`src/rtl/lhtab_pkg.sv`:
```
// Shared widths, status codes and pool control types for the linear hash table.
package lhtab_pkg;

	localparam int KEY_W = 31;
	localparam int VAL_W = 32;

	typedef enum logic [2:0] {
		ST_INSERTED  = 3'd0,
		ST_DUPLICATE = 3'd1,
		ST_FOUND     = 3'd2,
		ST_NOT_FOUND = 3'd3,
		ST_NEGATIVE  = 3'd4,
		ST_FULL      = 3'd5
	} status_t;

	localparam logic KIND_INSERT = 1'b0;
	localparam logic KIND_SEARCH = 1'b1;

	// commands to the overflow pool
	typedef struct packed {
		logic clear;
		logic scan;
		logic take;
		logic give;
	} pool_cmd_t;

	// scan result from the overflow pool
	typedef struct packed {
		logic done;
		logic hit;
	} pool_sts_t;

endpackage

```
`src/rtl/lhtab_div.sv`:
```
// Shared bit-serial remainder unit: key modulo a bucket modulus.
module lhtab_div #(
	parameter int DW = 10
) (
	input  logic                        clk,
	input  logic                        arst_n,
	input  logic                        start,
	input  logic [lhtab_pkg::KEY_W-1:0] dividend,
	input  logic [DW-1:0]               divisor,
	output logic                        done,
	output logic [DW-1:0]               rem
);
	import lhtab_pkg::*;

	localparam int CW = $clog2(KEY_W + 1);

	logic [KEY_W-1:0] dvd_q;
	logic [DW-1:0]    dsr_q;
	logic [DW-1:0]    rem_q;
	logic [CW-1:0]    cnt_q;
	logic             busy_q;
	logic             done_q;
	logic [DW:0]      trial;
	logic [DW:0]      diff;

	// one quotient bit per cycle, restoring form
	always_comb begin
		trial = {rem_q, dvd_q[KEY_W-1]};
		diff  = trial - {1'b0, dsr_q};
	end

	always_ff @(posedge clk or negedge arst_n) begin
		if (!arst_n) begin
			dvd_q  <= '0;
			dsr_q  <= '0;
			rem_q  <= '0;
			cnt_q  <= '0;
			busy_q <= 1'b0;
			done_q <= 1'b0;
		end else begin
			done_q <= 1'b0;
			if (start) begin
				dvd_q  <= dividend;
				dsr_q  <= divisor;
				rem_q  <= '0;
				cnt_q  <= CW'(KEY_W - 1);
				busy_q <= 1'b1;
			end else if (busy_q) begin
				dvd_q <= dvd_q << 1;
				if (trial >= {1'b0, dsr_q}) begin
					rem_q <= diff[DW-1:0];
				end else begin
					rem_q <= trial[DW-1:0];
				end
				if (cnt_q == '0) begin
					busy_q <= 1'b0;
					done_q <= 1'b1;
				end else begin
					cnt_q <= cnt_q - 1'b1;
				end
			end
		end
	end

	assign done = done_q;
	assign rem  = rem_q;

endmodule

```
`config.mk`:
```
export PLATFORM = sky130hd
export DESIGN_NAME = lhtab_div
export DESIGN_NICKNAME = d
export VERILOG_FILES = /design/src/rtl/lhtab_pkg.sv /design/src/rtl/lhtab_div.sv
export SDC_FILE = /design/constraint.sdc
export NUM_CORES = 1
export LEC_CHECK = 0
export ABC_AREA = 1
export BUFFER_PORTS_ARGS = -buffer_cell sky130_fd_sc_hd__buf_4
export CAP_MARGIN = 20
export CORE_MARGIN = 2
export CORE_UTILIZATION = 47
export CTS_CLUSTER_SIZE = 24
export DETAILED_ROUTE_END_ITERATION = 10
export HOLD_SLACK_MARGIN = 0.12
export PLACE_DENSITY = 0.77
export SYNTH_ARGS = -nofsm -noshare
export SYNTH_HDL_FRONTEND = slang
export SYNTH_SLANG_ARGS = --single-unit
```
`constraint.sdc`:
```
create_clock -name clk -period 2.2 [get_ports clk]
set_clock_uncertainty 0.05 [all_clocks]
set_input_delay 0.11 -clock clk [delete_from_list [all_inputs] [get_ports clk]]
set_output_delay 0.11 -clock clk [all_outputs]
set_load 0.05 [all_outputs]
```
# Word-level counts from Yosys, hierarchy flattened

Cells that the tools add are included.

Flip-flop bits (word level): 58
Output and inout port bits: 11
Word-level logic and storage cells: 27

Add/sub/neg operators: 2
Order comparisons: 1
Equality and inequality tests: 1
Multiplexer cells: 14
Reduce and logical (&&, ||, !) cells: 3

Operators with widths:

| cell                                              | number |
|---|---|
| two-way mux 31 bit                                | 2 |
| two-way mux 10 bit                                | 3 |
| two-way mux 5 bit                                 | 3 |
| >= comparator 11 x 10 -> 1 bit                    | 1 |
| subtractor 10 bit                                 | 1 |
| two-way mux 1 bit                                 | 6 |
| logical NOT 5 bit                                 | 1 |
| subtractor 5 x 1 -> 5 bit (second input constant) | 1 |
| != test 2 bit (second input constant)             | 1 |
| AND reduction 2 bit                               | 1 |
| nonzero test 2 bit                                | 1 |

# Depth between registers and ports, before layout

Depth after elaboration: 4
Mapped depth: 12
Depth with buffers taken out: 12

# Least setup slack after synthesis

No wires, ideal clock.

Path kind: register to register
From: register rem_q[0], in the netlist rem[0]
To: register rem_q[8], in the netlist rem[8]
Arrival time: 1783 ps
Data required time: 2032 ps
Setup slack: 249 ps
Stages on the path, launching flop included: 9
Path through: dfrtp_1 inv_1 fa_1 o21ai_2 nand2_1 nand3_1 nand3_1 nand3_1 nand2_1

Cells in the longest elaborated chain, start to end: 4
Elaborated cells on any way between the ends: 5

Ends and longest elaborated chain:

| element                                                             | RTL line                         | source |
|---|---|---|
| start: declaration                                                  | lhtab_div.sv:19                  | `logic [DW-1:0] rem_q;` |
| start signal: assignment                                            | lhtab_div.sv:51                  | `rem_q <= diff[DW-1:0];` |
| start signal: assignment                                            | lhtab_div.sv:53                  | `rem_q <= trial[DW-1:0];` |
| subtractor 10 bit or >= comparator 11 x 10 -> 1 bit (tied branches) | lhtab_div.sv:29, lhtab_div.sv:50 |  |
| two-way mux 10 bit *                                                | lhtab_div.sv:50                  | `if (trial >= {1'b0, dsr_q}) begin` |
| two-way mux 10 bit *                                                | lhtab_div.sv:48                  | `end else if (busy_q) begin` |
| two-way mux 10 bit *                                                | lhtab_div.sv:42                  | `if (start) begin` |

Mark *: on every way between the ends. The rest lies on a longest branch, timed or not. The select of a mux whose other input is x is not followed.
A chain may end at the register's enable or synchronous reset.

# Worst setup path after layout

From: register rem_q[4], in the netlist rem[4]
To: register rem_q[5], in the netlist rem[5]

The elaborated chain is that of the path after synthesis.

==> results by group <==
Layout
  – Final nets: 556
  – Most frequent cells in the layout: nand2_1 (108), inv_1 (70), buf_4 (60), dfrtp_1 (58), dlygate4sd3_1 (54)
  – Post-Route Utilization: 0.6834
  – Area grow syn2layout: 38.55%
  – Storage cell area: 1451 um2
  – Fillers: 500
  – Ant diodes: 0
  – Footprint of the multi-input gates: 1335 um2
  – Layout cell share with drive strength beyond 1: 0.1885
  – Commonest non-fill, non-tap cell in the layout: nand2_1
  – Post-route design area: 4389 um2

Logic synthesis
  – Syn. warnings: 0
  – Syn Std Cell Area: 3168 um2
  – Post-Synthesis Cells: 391
  – Dominant cell type by area after synthesis: dfrtp_1
  – Post-synth top area share: 0.4581
  – Syn_area_per_cell: 8.102 um2
  – Synth unique cells: 31
  – Net count after synthesis: 448
  – Register area share after synthesis: 0.4581
  – Largest cells by area after synthesis: dfrtp_1 (46%), nand2_1 (13%), inv_1 (8.3%)
  – Seq cells post-synth: 58

Drt
  – 1st-pass router iterations: 4
  – Final wirelength: 7673 um
  – Routed len/inst: 13.21 um
  – Via Count: 2987
  – Mean number of vias per cell: 5.141
  – Number of remaining DRC errors: 0
  – DRT iter0 DRCs: 130
  – Post-route antenna net violation count: 0

Power
  – P_int: 2.513 mW
  – Clock share of power: 0.274
  – Leak: 2.251 nW
  – Pwr Density: 941.5 nW/um2
  – Comb power frac: 0.411
  – Peak supply drop: 0.5511 mV
  – Psw: 1.620 mW
  – Sw frac: 0.3920
  – Seq pwr share: 0.315

Critical path
  – CP cell instances: ha_1 -> nand2_1 -> nor2_2 -> nand3_4 -> nand4_2 -> nand3_1 -> nand3_1 -> nand2_1
  – Worst Path Max Fanout: 11
  – CP startpoint kind: register
  – WS Path Type: register to register
  – CP Data Arrival Time: 2160 ps
  – Critical path's largest stage delay: 420 ps
  – CP max-delay cell: dfrtp_1
  – Worst Setup End Kind: register
  – Required @ worst endpoint: 2390 ps
  – Crit path from: rem[4]
  – R2r startpoint: rem[4]

STA
  – Pin slew with the least headroom to its limit: 727.2 ps
  – Count of pins over their slew limit: 0
  – Total negative slack: 0 ps
  – Final Hold Viols: 0
  – Setup ws final: 224.8 ps
  – RSZ-0062 raised after global routing: no
  – Fmax: 506.3 MHz
  – Setup violators final: 0
  – Final period util: 0.8978
  – Tmin final: 1975 ps
  – Worst slew margin: 0.5152

Clock network
  – Clock sink total: 58
  – Root Driver: clkbuf_8
  – Clock transition at the registers of the reported paths: 70 ps
  – CTS tree: yes
  – Hold-fix buffers, CTS: 54
  – Clk Latency, worst-skew pair: 340 ps
  – Post-cts sizing count: 0
  – Post-CTS setup buffer count: 0
  – H-tree level count: 3
  – CTS Buf Count: 9
  – Max clock buf depth: 2

Place
  – Detailed placement HPWL: 4924 um
  – Place WS: 228.3 ps
  – Placed cell area: 3622 um2
  – Port bufs: 54
  – GP Congestion: 0.8742

Global route
  – Initial antenna violation count: 0
  – Largest net degree at the start of global routing: 59
  – Total global routing overflow: 0
  – First-pass GRT wire length: 13080 um
  – Number of global-route vias before repair: 3068
  – GRT Overall Usage: 0.2260

Worst hold path
  – HP Class: input port to async pin

Floorplan
  – Die area: 7413 um2
  – Initial Utilization: 0.4933
  – Row count: 29
  – Top Ports: 55
  – Die X: 86.10 um
  – Core area: 6422 um2
  – Die Y: 86.10 um

Job
  – Max-Cap Viols: 0

Status
  – Status: complete, no violations
[power by group through the flow]
stage                     combinational, mW  clock [mW]  sequential (mW)
after floorplan                        1.00           0             1.53
after global placement                 1.56           0             1.32
after detailed placement               1.60           0             1.32
after CTS                              1.69        1.15             1.30
after global routing                   1.88        1.20             1.32
final                                  1.70        1.13             1.30
[cells by family after synthesis]
kind of cell	after synthesis	synth area share
flip-flops	58	0.4581
buffers and inverters	94	0.1205
adder cells (fa/ha/maj)	13	0.05371
XOR/XNOR	3	0.008295
AND/OR/NAND/NOR	172	0.2401
AO/OA/AOI/OAI	51	0.1193
[stage by stage]
step	cells	hold WS [ps]	total power [mW]
after detailed placement	511	175.4	2.921
after global routing	581	385.0	4.400
final	581	322.3	4.133
after floorplan	391	-235.6	2.533
after global placement	511	170.3	2.881
after CTS	581	348.7	4.141
[routing by layer]
layer  wire length (um)  vias up  GRT usage
met5                  0        -          0
met4                191        0    0.08658
met1               3273     1398     0.2703
li1                   -     1487          -
met3                405       17    0.06256
met2               3803       85     0.3862
[path summary, 6_finish.rpt]
kind / end / slack [ps] / cells after the start
hold / removal: dsr_q[3] / 320 / 2
setup / recovery: rem[5] / 220 / 8
max in group asynchronous: cnt_q[1] / 1300 / 2
hold reg to reg: cnt_q[4] / 460 / 2
setup reg to reg: rem[5] / 220 / 8
min in group clk: dvd_q[13] / 460 / 4
[cell type report]
cell class | count | area share
Sequential cell | 58 | 0.3307
Multi-Input combinational cell | 239 | 0.3042
Timing Repair Buffer | 114 | 0.2258
Inverter | 77 | 0.06585
Clock buffer | 10 | 0.03136
Tap cell | 77 | 0.02195
Clock inverter | 6 | 0.02024
[worst max-delay path, delay by kind of cell, from the launching register on]
family,cells,cell delay (ps)
flops,1,420
fa+ha+maj,1,390
simple gates,7,1010
[state kept, by name (all words and copies together), names as in the netlist]
name    cells
done        1
dvd_q      31
rem        10
dsr_q      10
busy_q      1
cnt_q       5
[cells in the mapped netlist, drive strengths merged]
cell and count:
nor2 15, nand3 29, clkinv 1, o21ai 15, o221ai 30, clkbuf 12, dfrtp 58, nand2 113
a21oi 5, fa 1, o21bai 1, nand4 13, and2 1, or2 1, inv 76, ha 12
xnor2 2, buf 4, dlygate4sd1 1, xor2 1
(Power assumes the default switching activity.)
