===== config.mk =====
export PLATFORM = sky130hd
export DESIGN_NAME = lhtab_pool
export DESIGN_NICKNAME = d
export VERILOG_FILES = /design/src/rtl/lhtab_pkg.sv /design/src/rtl/lhtab_pool.sv
export SDC_FILE = /design/constraint.sdc
export NUM_CORES = 1
export LEC_CHECK = 0
export BUFFER_PORTS_ARGS = -buffer_cell sky130_fd_sc_hd__buf_2
export CORE_ASPECT_RATIO = 1.4
export CORE_MARGIN = 8
export CORE_UTILIZATION = 60
export DETAILED_ROUTE_END_ITERATION = 12
export PLACE_DENSITY = 0.89
export SYNTH_ARGS = -nofsm -noshare
export SYNTH_HDL_FRONTEND = slang
export SYNTH_SLANG_ARGS = --single-unit

===== constraint.sdc =====
create_clock -name clk -period 5.2 [get_ports clk]
set_input_delay 0.26 -clock clk [delete_from_list [all_inputs] [get_ports clk]]
set_output_delay 0.26 -clock clk [all_outputs]
set_load 0.005 [all_outputs]

===== src/rtl/lhtab_pkg.sv =====
// Shared widths, status codes and pool control types for the linear hash table.
package lhtab_pkg;

	localparam int KEY_W = 31;
	localparam int VAL_W = 32;

	typedef enum logic [2:0] {
		ST_INSERTED  = 3'd0,
		ST_DUPLICATE = 3'd1,
		ST_FOUND     = 3'd2,
		ST_NOT_FOUND = 3'd3,
		ST_NEGATIVE  = 3'd4,
		ST_FULL      = 3'd5
	} status_t;

	localparam logic KIND_INSERT = 1'b0;
	localparam logic KIND_SEARCH = 1'b1;

	// commands to the overflow pool
	typedef struct packed {
		logic clear;
		logic scan;
		logic take;
		logic give;
	} pool_cmd_t;

	// scan result from the overflow pool
	typedef struct packed {
		logic done;
		logic hit;
	} pool_sts_t;

endpackage


===== src/rtl/lhtab_pool.sv =====
// Overflow bucket pool: free map, free count and a first-free scanner.
module lhtab_pool #(
	parameter int POOL_BUCKETS = 64,
	parameter int PIW = 6,
	parameter int PCW = 7
) (
	input  logic                  clk,
	input  logic                  arst_n,
	input  lhtab_pkg::pool_cmd_t  cmd,
	input  logic [PIW-1:0]        give_idx,
	output lhtab_pkg::pool_sts_t  sts,
	output logic [PIW-1:0]        scan_idx,
	output logic [PCW-1:0]        free_cnt
);
	import lhtab_pkg::*;

	logic [POOL_BUCKETS-1:0] free_q;
	logic [PCW-1:0]          cnt_q;
	logic [PIW-1:0]          idx_q;
	logic                    busy_q;
	pool_sts_t               sts_q;

	always_ff @(posedge clk or negedge arst_n) begin
		if (!arst_n) begin
			free_q <= '1;
			cnt_q  <= PCW'(POOL_BUCKETS);
			idx_q  <= '0;
			busy_q <= 1'b0;
			sts_q  <= '0;
		end else begin
			sts_q <= '0;
			if (cmd.clear) begin
				free_q <= '1;
				cnt_q  <= PCW'(POOL_BUCKETS);
				busy_q <= 1'b0;
			end else begin
				// scan one entry per cycle from the bottom
				if (cmd.scan) begin
					idx_q  <= '0;
					busy_q <= 1'b1;
				end else if (busy_q) begin
					if (free_q[idx_q]) begin
						busy_q   <= 1'b0;
						sts_q    <= '{done: 1'b1, hit: 1'b1};
					end else if (idx_q == PIW'(POOL_BUCKETS - 1)) begin
						busy_q   <= 1'b0;
						sts_q    <= '{done: 1'b1, hit: 1'b0};
					end else begin
						idx_q <= idx_q + 1'b1;
					end
				end
				if (cmd.take) begin
					free_q[idx_q] <= 1'b0;
					cnt_q         <= cnt_q - 1'b1;
				end else if (cmd.give) begin
					free_q[give_idx] <= 1'b1;
					cnt_q            <= cnt_q + 1'b1;
				end
			end
		end
	end

	assign sts      = sts_q;
	assign scan_idx = idx_q;
	assign free_cnt = cnt_q;

endmodule


Word-level counts from Yosys, hierarchy flattened

Index checks and enable logic that the tools add are counted.

Add/subtract/negate cells: 3
Order comparisons: 4
Equal/unequal tests: 3
Mux-type cells: 26
Bitwise logic cells: 4
Reductions and logical operators: 5

Operators by type and width:

| kind                                                        | number |
|---|---|
| 2-to-1 mux 64 bit                                           | 3 |
| AND 64 bit                                                  | 1 |
| inverter 64 bit                                             | 1 |
| OR 64 bit                                                   | 1 |
| 2-to-1 mux 6 bit                                            | 4 |
| 2-to-1 mux 7 bit                                            | 3 |
| less-than comparator 6 x 7 -> 1 bit (second input constant) | 2 |
| demux 1 bit (select 6 bit)                                  | 2 |
| >= comparator 6 x 1 -> 1 bit (second input constant)        | 2 |
| 2-to-1 mux 2 bit                                            | 5 |
| 2-to-1 mux 1 bit                                            | 8 |
| adder 7 x 1 -> 7 bit (second input constant)                | 1 |
| subtractor 7 x 1 -> 7 bit (second input constant)           | 1 |
| adder 6 x 1 -> 6 bit (second input constant)                | 1 |
| binary-select mux 1 bit (select 6 bit)                      | 1 |
| equality test 6 bit (second input constant)                 | 1 |
| inequality test 2 bit (second input constant)               | 2 |
| AND reduction 4 bit                                         | 1 |
| nonzero test 3 bit                                          | 1 |
| logical AND 1 bit                                           | 2 |
| nonzero test 2 bit                                          | 1 |
| inverter 1 bit                                              | 1 |

Register bits: 80
Bits of input ports: 12
Output and inout port bits: 15
Logic and storage cells: 51

Logic depth before layout (Yosys ltp)

Gate-level depths: netlist of the first run.

Depth after elaboration: 8
Mapped depth: 11
Gate-level depth less buffers: 8

Worst setup path before layout of the first run

OpenSTA, ideal clock, no wires.

Path kind: reg2reg
Start point: register idx_q[0] (netlist: scan_idx[0])
End point: register idx_q[1] (netlist: scan_idx[1])
Setup time: 122 ps
Data arrival time: 2189 ps
Path slack: 2889 ps
Stages on the path, launching flop included: 10
Buffers on the path: 2
Period minus slack after synthesis: 2311 ps
Cell sequence: dfrtp_1 buf_6 nor2b_1 buf_6 a32o_1 a2111o_1 a21oi_2 nand3_2 or2_1 a32o_1

Word-level cells in the longest chain between the ends: 5
Elaborated cells on any way between the ends: 11
Classes of those cells: add/sub (1); eq/ne (3); mux (6); reduce/logical (1)

RTL lines:

| element                                                                        | RTL line         | source |
|---|---|---|
| from (decl)                                                                    | lhtab_pool.sv:19 | `logic [PIW-1:0] idx_q;` |
| from (signal assigned)                                                         | lhtab_pool.sv:49 | `idx_q <= idx_q + 1'b1;` |
| branches (longest 5 deep; another with binary-select mux 1 bit (select 6 bit)) | --               |  |

Several ways; the timed one is not identified. The select of a mux whose other input is x is not followed.
A chain may end at the register's enable or synchronous reset.

Worst setup path after layout of the first run

Start point: register idx_q[2] (netlist: scan_idx[2])
End point: register idx_q[2] (netlist: scan_idx[2])

Same word-level chain as after synthesis.

==> run metrics, run 1 <==
fmax=319.2 MHz; CP endpoint kind=flop; Worst Tran Pin Value=1.345 ns; register area share after synthesis=about 45%; Min Hold Slack=0.06424 ns; setup TNS=0 ns; Hold Path Class=input pin to asynchronous set/reset pin; Final Core Density=roughly two thirds; flop2flop setup slack=2.07 ns; Worst VDD drop=0.0002151 V; ys async rst share=100.0%; P per Cell Area=281.7 mW/mm2; critical path class=flop to flop; worst-path fanout max=28; R2R cell count=7; reg-to-reg endpoint=scan_idx[2]$_DFFE_PN0P_; Leak=approximately 1.8 nW; layout cells sized above 1=a little under a quarter; max-capacitance violation count=0; first-pass GRT wire length=20200 um; placed cell area=0.004733 mm2; filler cell count=613; commonest register cell after synthesis=dfstp_2; Final Instance Area=0.004954 mm2; Layout Nets=between 500 and 600; DPL Wire Length=8400 um; vias per cell=~6.7; Synth Cell Area=0.004649 mm2; I/O pin cnt=27; area share of the leading cell type in the synthesized netlist=36.73%; Crit-path slowest cell=dfrtp_1; Post-CTS Setup Bufs=0; clk slew on worst S/H paths=0.08 ns; post_cts resized=0; Die Span X=between 90 and 100 um; RSZ-0062 raised after global routing=false; minimum clock period=3.133 ns; initial antenna violation count=0; synth unique cells=58; Mapped Cells=between 400 and 500; Synth area leader=dfstp_2; drt wl/cell=20.56 um; starting density of the core=60.74%; outcome=completed; syn nets=518; vias in the first global route=3935; routability cong.=between 0.9 and 1; Layout area overhead=6.539%; antenna cells=0; Clock Skews=0.007411 ns; Crit Reg-Reg Startpoint=scan_idx[2]$_DFFE_PN0P_; worst path cell trace=nor2b_1, a221oi_1, o32ai_1, a21oi_1, nand3b_1, o311ai_0, o31ai_1; Longest Clk Path Bufs=2; H-tree levels=3; fin. max-slew vios=0; FP Rows=38; Initial DRC Count=between 400 and 500; largest net degree at the start of global routing=81; final worst-path cycle share=roughly 60%; slew margin rel.=9.615%; grt ovf=0; via count=4047; core area=0.007655 mm2; die height=120.2 um; Fin. Hold Viols=0; CTS Buf Count=9; post-route ant nets=0; FF+latch count, synth=80; total number of yosys warnings=0; count of hold-fix buffers inserted at cts=0; root buf cell=clkbuf_8; Num Clock Sinks=80; gr usage total=23.18%; worst path required time=~5.4 ns; number of enable flip-flop cells after synthesis=0; final setup fails=0; top-count cell post-synth=nand2_1; Worst setup SP type=flop; CTS tree=yes; drc violations=0; WP data arrival=3.37 ns; Detailed Routing Iterations Pass 1=5; Die ar.=0.01086 mm2; largest cells by area after synthesis=dfstp_2 (37%), nand3b_1 (9.2%), dfrtp_1 (8.1%), nand2_1 (6.5%), o21ai_0 (6.2%); mean post-synth cell area=9.318 um2; Crit path largest cell delay=approximately 1.1 ns; Port Buffers=26; Total Wirelength=12420 um; most frequent cells after synthesis=nand2_1 (81), dfstp_2 (65), o21ai_0 (58), nand3b_1 (57), clkbuf_1 (24); Worst-Skew Late Latency=0.37 ns
worst max-delay path by stage:
| stage | from | endpoint | slack, ns | depth (start not counted) |
|---|---|---|---|---|
| floorplan | scan_idx[0]$_DFFE_PN0P_ | scan_idx[1]$_DFFE_PN0P_ | 2.89 | 9 |
| global placement | scan_idx[2]$_DFFE_PN0P_ | scan_idx[1]$_DFFE_PN0P_ | 2.30 | 7 |
| detailed placement | scan_idx[2]$_DFFE_PN0P_ | scan_idx[1]$_DFFE_PN0P_ | 2.14 | 7 |
| CTS | scan_idx[2]$_DFFE_PN0P_ | scan_idx[1]$_DFFE_PN0P_ | 2.13 | 7 |
| global route | scan_idx[2]$_DFFE_PN0P_ | scan_idx[1]$_DFFE_PN0P_ | 1.85 | 7 |
| finish | scan_idx[2]$_DFFE_PN0P_ | scan_idx[2]$_DFFE_PN0P_ | 2.07 | 7 |
placed cells by master, fill, tap and decap left out, drive strengths merged, types with 3 or more instances in the layout:
cell    count
a21oi      15
a221o      10
a221oi      6
a22oi       4
a32o        3
and3        4
buf        27
clkbuf     10
clkinv      3
dfrtp      15
dfstp      65
ha          6
inv         5
mux2        3
mux2i      12
nand2      81
nand2b     10
nand3      13
nand3b     57
nand4       3
nor2       21
nor2b      11
nor3        8
nor3b       4
o21ai      58
o31ai       3
or2         3
or3         3
xnor2       4
sequential cells by signal, summed over array words and instances (netlist names):
signal    cells
free_q       64
busy_q        1
free_cnt      7
scan_idx      6
sts           2
per-stage QoR:
stage	std cells	worst slack, ns	total power [W]
floorplan	499	2.889	0.0008302
global placement	588	2.297	0.0008824
detailed placement	588	2.142	0.0008919
CTS	604	2.132	0.001398
global route	604	1.850	0.001451
finish	604	2.067	0.001396
cells by family after synthesis:
| kind of cell | share of synthesized area, % |
|---|---|
| AOI/OAI and AO/OA | 16.68 |
| muxes | 4.279 |
| buffers and inverters | 4.306 |
| and+or+nand+nor | 26.75 |
| adders and majority gates | 2.045 |
| xor gates and xnor gates | 1.130 |
| DFF | 44.81 |
where the power goes:
group	internal, W	switching [W]
Sequential	0.000643	0.0000267
Clock	0.000281	0.000231
Combinational	0.0000916	0.000122
Total	0.00102	0.000380
layout make-up:
cell class | count | area, um2 | share of cell area, %
clock buffer | 10 | 137.6 | 2.778
inverter | 5 | 18.77 | 0.3789
timing repair buffer | 27 | 140.1 | 2.829
tap | 100 | 125.1 | 2.526
sequential | 80 | 2083 | 42.06
multi-input combinational | 376 | 2366 | 47.76
clock inverter | 6 | 82.58 | 1.667
layer usage:
layer  wire length (um)  GRT usage [%]  part of all wire (%)  up-vias
li1                   -              -                     -     1791
met5                  0              0                     0        -
met4                522          12.64                   4.2        0
met3                907          4.875                   7.3       44
met1               4907          28.24                    40     2007
met2               6083          37.67                    49      205
worst max-delay path: cells and delay by family (launching register included):
family / cells / cell delay, ns
AOI/OAI and AO/OA: 5 / 1.27
DFF: 1 / 1.10
and+or+nand+nor: 2 / 0.63
Note: power is estimated with default switching activity, not from simulation.
==> run 2: changes to the inputs <==
==> constraint.sdc (replaced) <==
create_clock -name clk -period 3 [get_ports clk]
set_input_delay 0.15 -clock clk [delete_from_list [all_inputs] [get_ports clk]]
set_output_delay 0.15 -clock clk [all_outputs]
set_load 0.005 [all_outputs]
==> run metrics, run 2 (same netlist as run 1, synthesis figures left out) <==
first-pass GRT wire length=20890 um; final worst-path cycle share=88.69%; Worst Tran Pin Value=1.083 ns; antenna cells=0; CTS tree=yes; layout cells sized above 1=24.47%; core area=0.007655 mm2; root buf cell=clkbuf_8; M1 WL=4909 um; Total Wirelength=approximately 13000 um; met3 wire length=1178 um; Worst setup startpoint=scan_idx[1]$_DFFE_PN0P_; WP data arrival=2.93 ns; Post-CTS Setup Bufs=0; max layer used=met4; commonest non-fill, non-tap cells in the layout=nand2_1 (81), dfstp_2 (65), o21ai_0 (58); grt ovf=0; clock network fraction of total power=31.4%; max FFs per register=64; Net Sw Power=0.0006595 W; filler cell count=635; Worst setup SP type=flop; Detailed Routing Iterations Pass 1=11; Die Span X=approximately 90 um; CTS Buf Count=9; Crit path largest cell delay=0.69 ns; die height=120.2 um; most flop-heavy register=free_q; HP Start=cmd[0]; DPL Wire Length=8663 um; clk slew on worst S/H paths=0.09 ns; sw frac=29.07%; drt wl/cell=approximately 21 um; worst path cell trace=nor2b_1, a32o_1, a2111o_1, a21oi_2, nand3_2, or2_1, a32o_1; wire length on met2=6208 um; Layout Nets=529; sequential cell area=approximately 0.0021 mm2; critical path class=flop to flop; Die ar.=0.01086 mm2; largest net degree at the start of global routing=81; Fin. Hold Viols=0; P_int=0.001609 W; minimum clock period=2.661 ns; gr usage total=24.17%; starting density of the core=60.74%; Initial DRC Count=617; Final Core Density=between 60% and 70%; RSZ-0062 raised after global routing=false; Port Buffers=26; most common cell after layout, fill and taps aside=nand2_1; vias per cell=6.605; Num Clock Sinks=80; routability cong.=1.030; max-capacitance violation count=0; Layout area overhead=7.266%; sequential power share=50.5%; multi-input logic area=0.002366 mm2; outcome=completed; initial antenna violation count=0; fin. max-slew vios=0; Leak=1.791 nW; H-tree levels=3; Worst-Skew Late Latency=between 0.3 and 0.4 ns; P per Cell Area=454.8 mW/mm2; R2R cell count=7; Longest Clk Path Bufs=2; Hold Path Class=input pin to flop; Crit Reg-Reg Startpoint=scan_idx[1]$_DFFE_PN0P_; setup TNS=0 ns; worst path required time=3.27 ns; cell depth of the worst setup path=7; via count=4062; Clock Skews=0.01453 ns; most frequent CP cell=a32o_1; CP endpoint kind=flop; fmax=375.8 MHz; CP top delay family=compound AO/OA/AOI/OAI gates; FP Rows=38; Hold Path Depth=3; drc violations=0; I/O pin cnt=27; Worst VDD drop=0.0003177 V; vias in the first global route=4086; Crit path buffers/inverters=0; post-route ant nets=0; worst-path fanout max=17; Gate power share=approximately 18%; final setup fails=0; slew margin rel.=27.82%; Crit-path slowest cell=dfrtp_1
## run 2: cell count changes in the layout (fill, tap and decap cells not counted), sizes merged
cell         previous run  this run
buf                    27        36
clkbuf                 10        13
bufinv                  2         0
dlygate4sd3             0         2
clkinv                  3         2
## run 2: area by class of cell
cell class | instances | share of cell area (%)
timing repair buffer | 38 | 4.566
sequential | 80 | 41.77
inverter | 5 | 0.3763
clock buffer | 13 | 2.985
clock inverter | 3 | 0.3512
multi-input combinational | 376 | 47.44
tap | 100 | 2.509
## run 2: worst paths after layout
kind | to | slack, ns
worst min register to register | free_q[31]$_DFFE_PN1P_ | 0.51
min in group asynchronous | sts[1]$_DFF_PN0_ | 0.48
worst max register to register | scan_idx[1]$_DFFE_PN0P_ | 0.34
max in group asynchronous | free_cnt[3]$_DFFE_PN0P_ | 1.88
worst max-delay path | scan_idx[1]$_DFFE_PN0P_ | 0.34
worst min-delay path | free_cnt[5]$_DFFE_PN0P_ | 0.14
## run 2: metrics by stage
step	power (W)	hold slack (ns)	instances	area (um2)	worst slack, ns
after floorplan	0.001439	-0.1456	499	4649	0.6890
after global placement	0.001541	0.3548	597	4801	0.4740
after detailed placement	0.001563	0.3649	597	4801	0.3968
after CTS	0.002269	0.1333	615	4987	0.3661
after global routing	0.002356	0.1890	615	4987	0.1706
final	0.002268	0.1361	615	4987	0.3393
## run 2: worst min-delay path, cell delays in order
cell and delay [ns]:
buf_2 0.11, o21ai_0 0.07, a21oi_1 0.13
## run 2: what timing repair did
action / 4_1_cts / 5_1_grt
hold buffers: 2 / 0
gates resized for setup: 0 / 0
endpoints found under the setup margin: 0 / 0
endpoints found under the hold margin: 17 / 0
## run 2: power groups by stage
stage	Clock [W]	Sequential, W	Combinational [W]
finish	0.000713	0.00115	0.000410
CTS	0.000718	0.00115	0.000406
detailed placement	0	0.00116	0.000400
global route	0.000755	0.00115	0.000452
global placement	0	0.00116	0.000381
floorplan	0	0.00116	0.000284
## run 2: per-layer routing
layer	global-route usage [%]	vias to the layer above
li1	-	1808
met1	28.25	1967
met2	39.24	239
met3	6.063	48
met4	14.84	0
met5	0	-
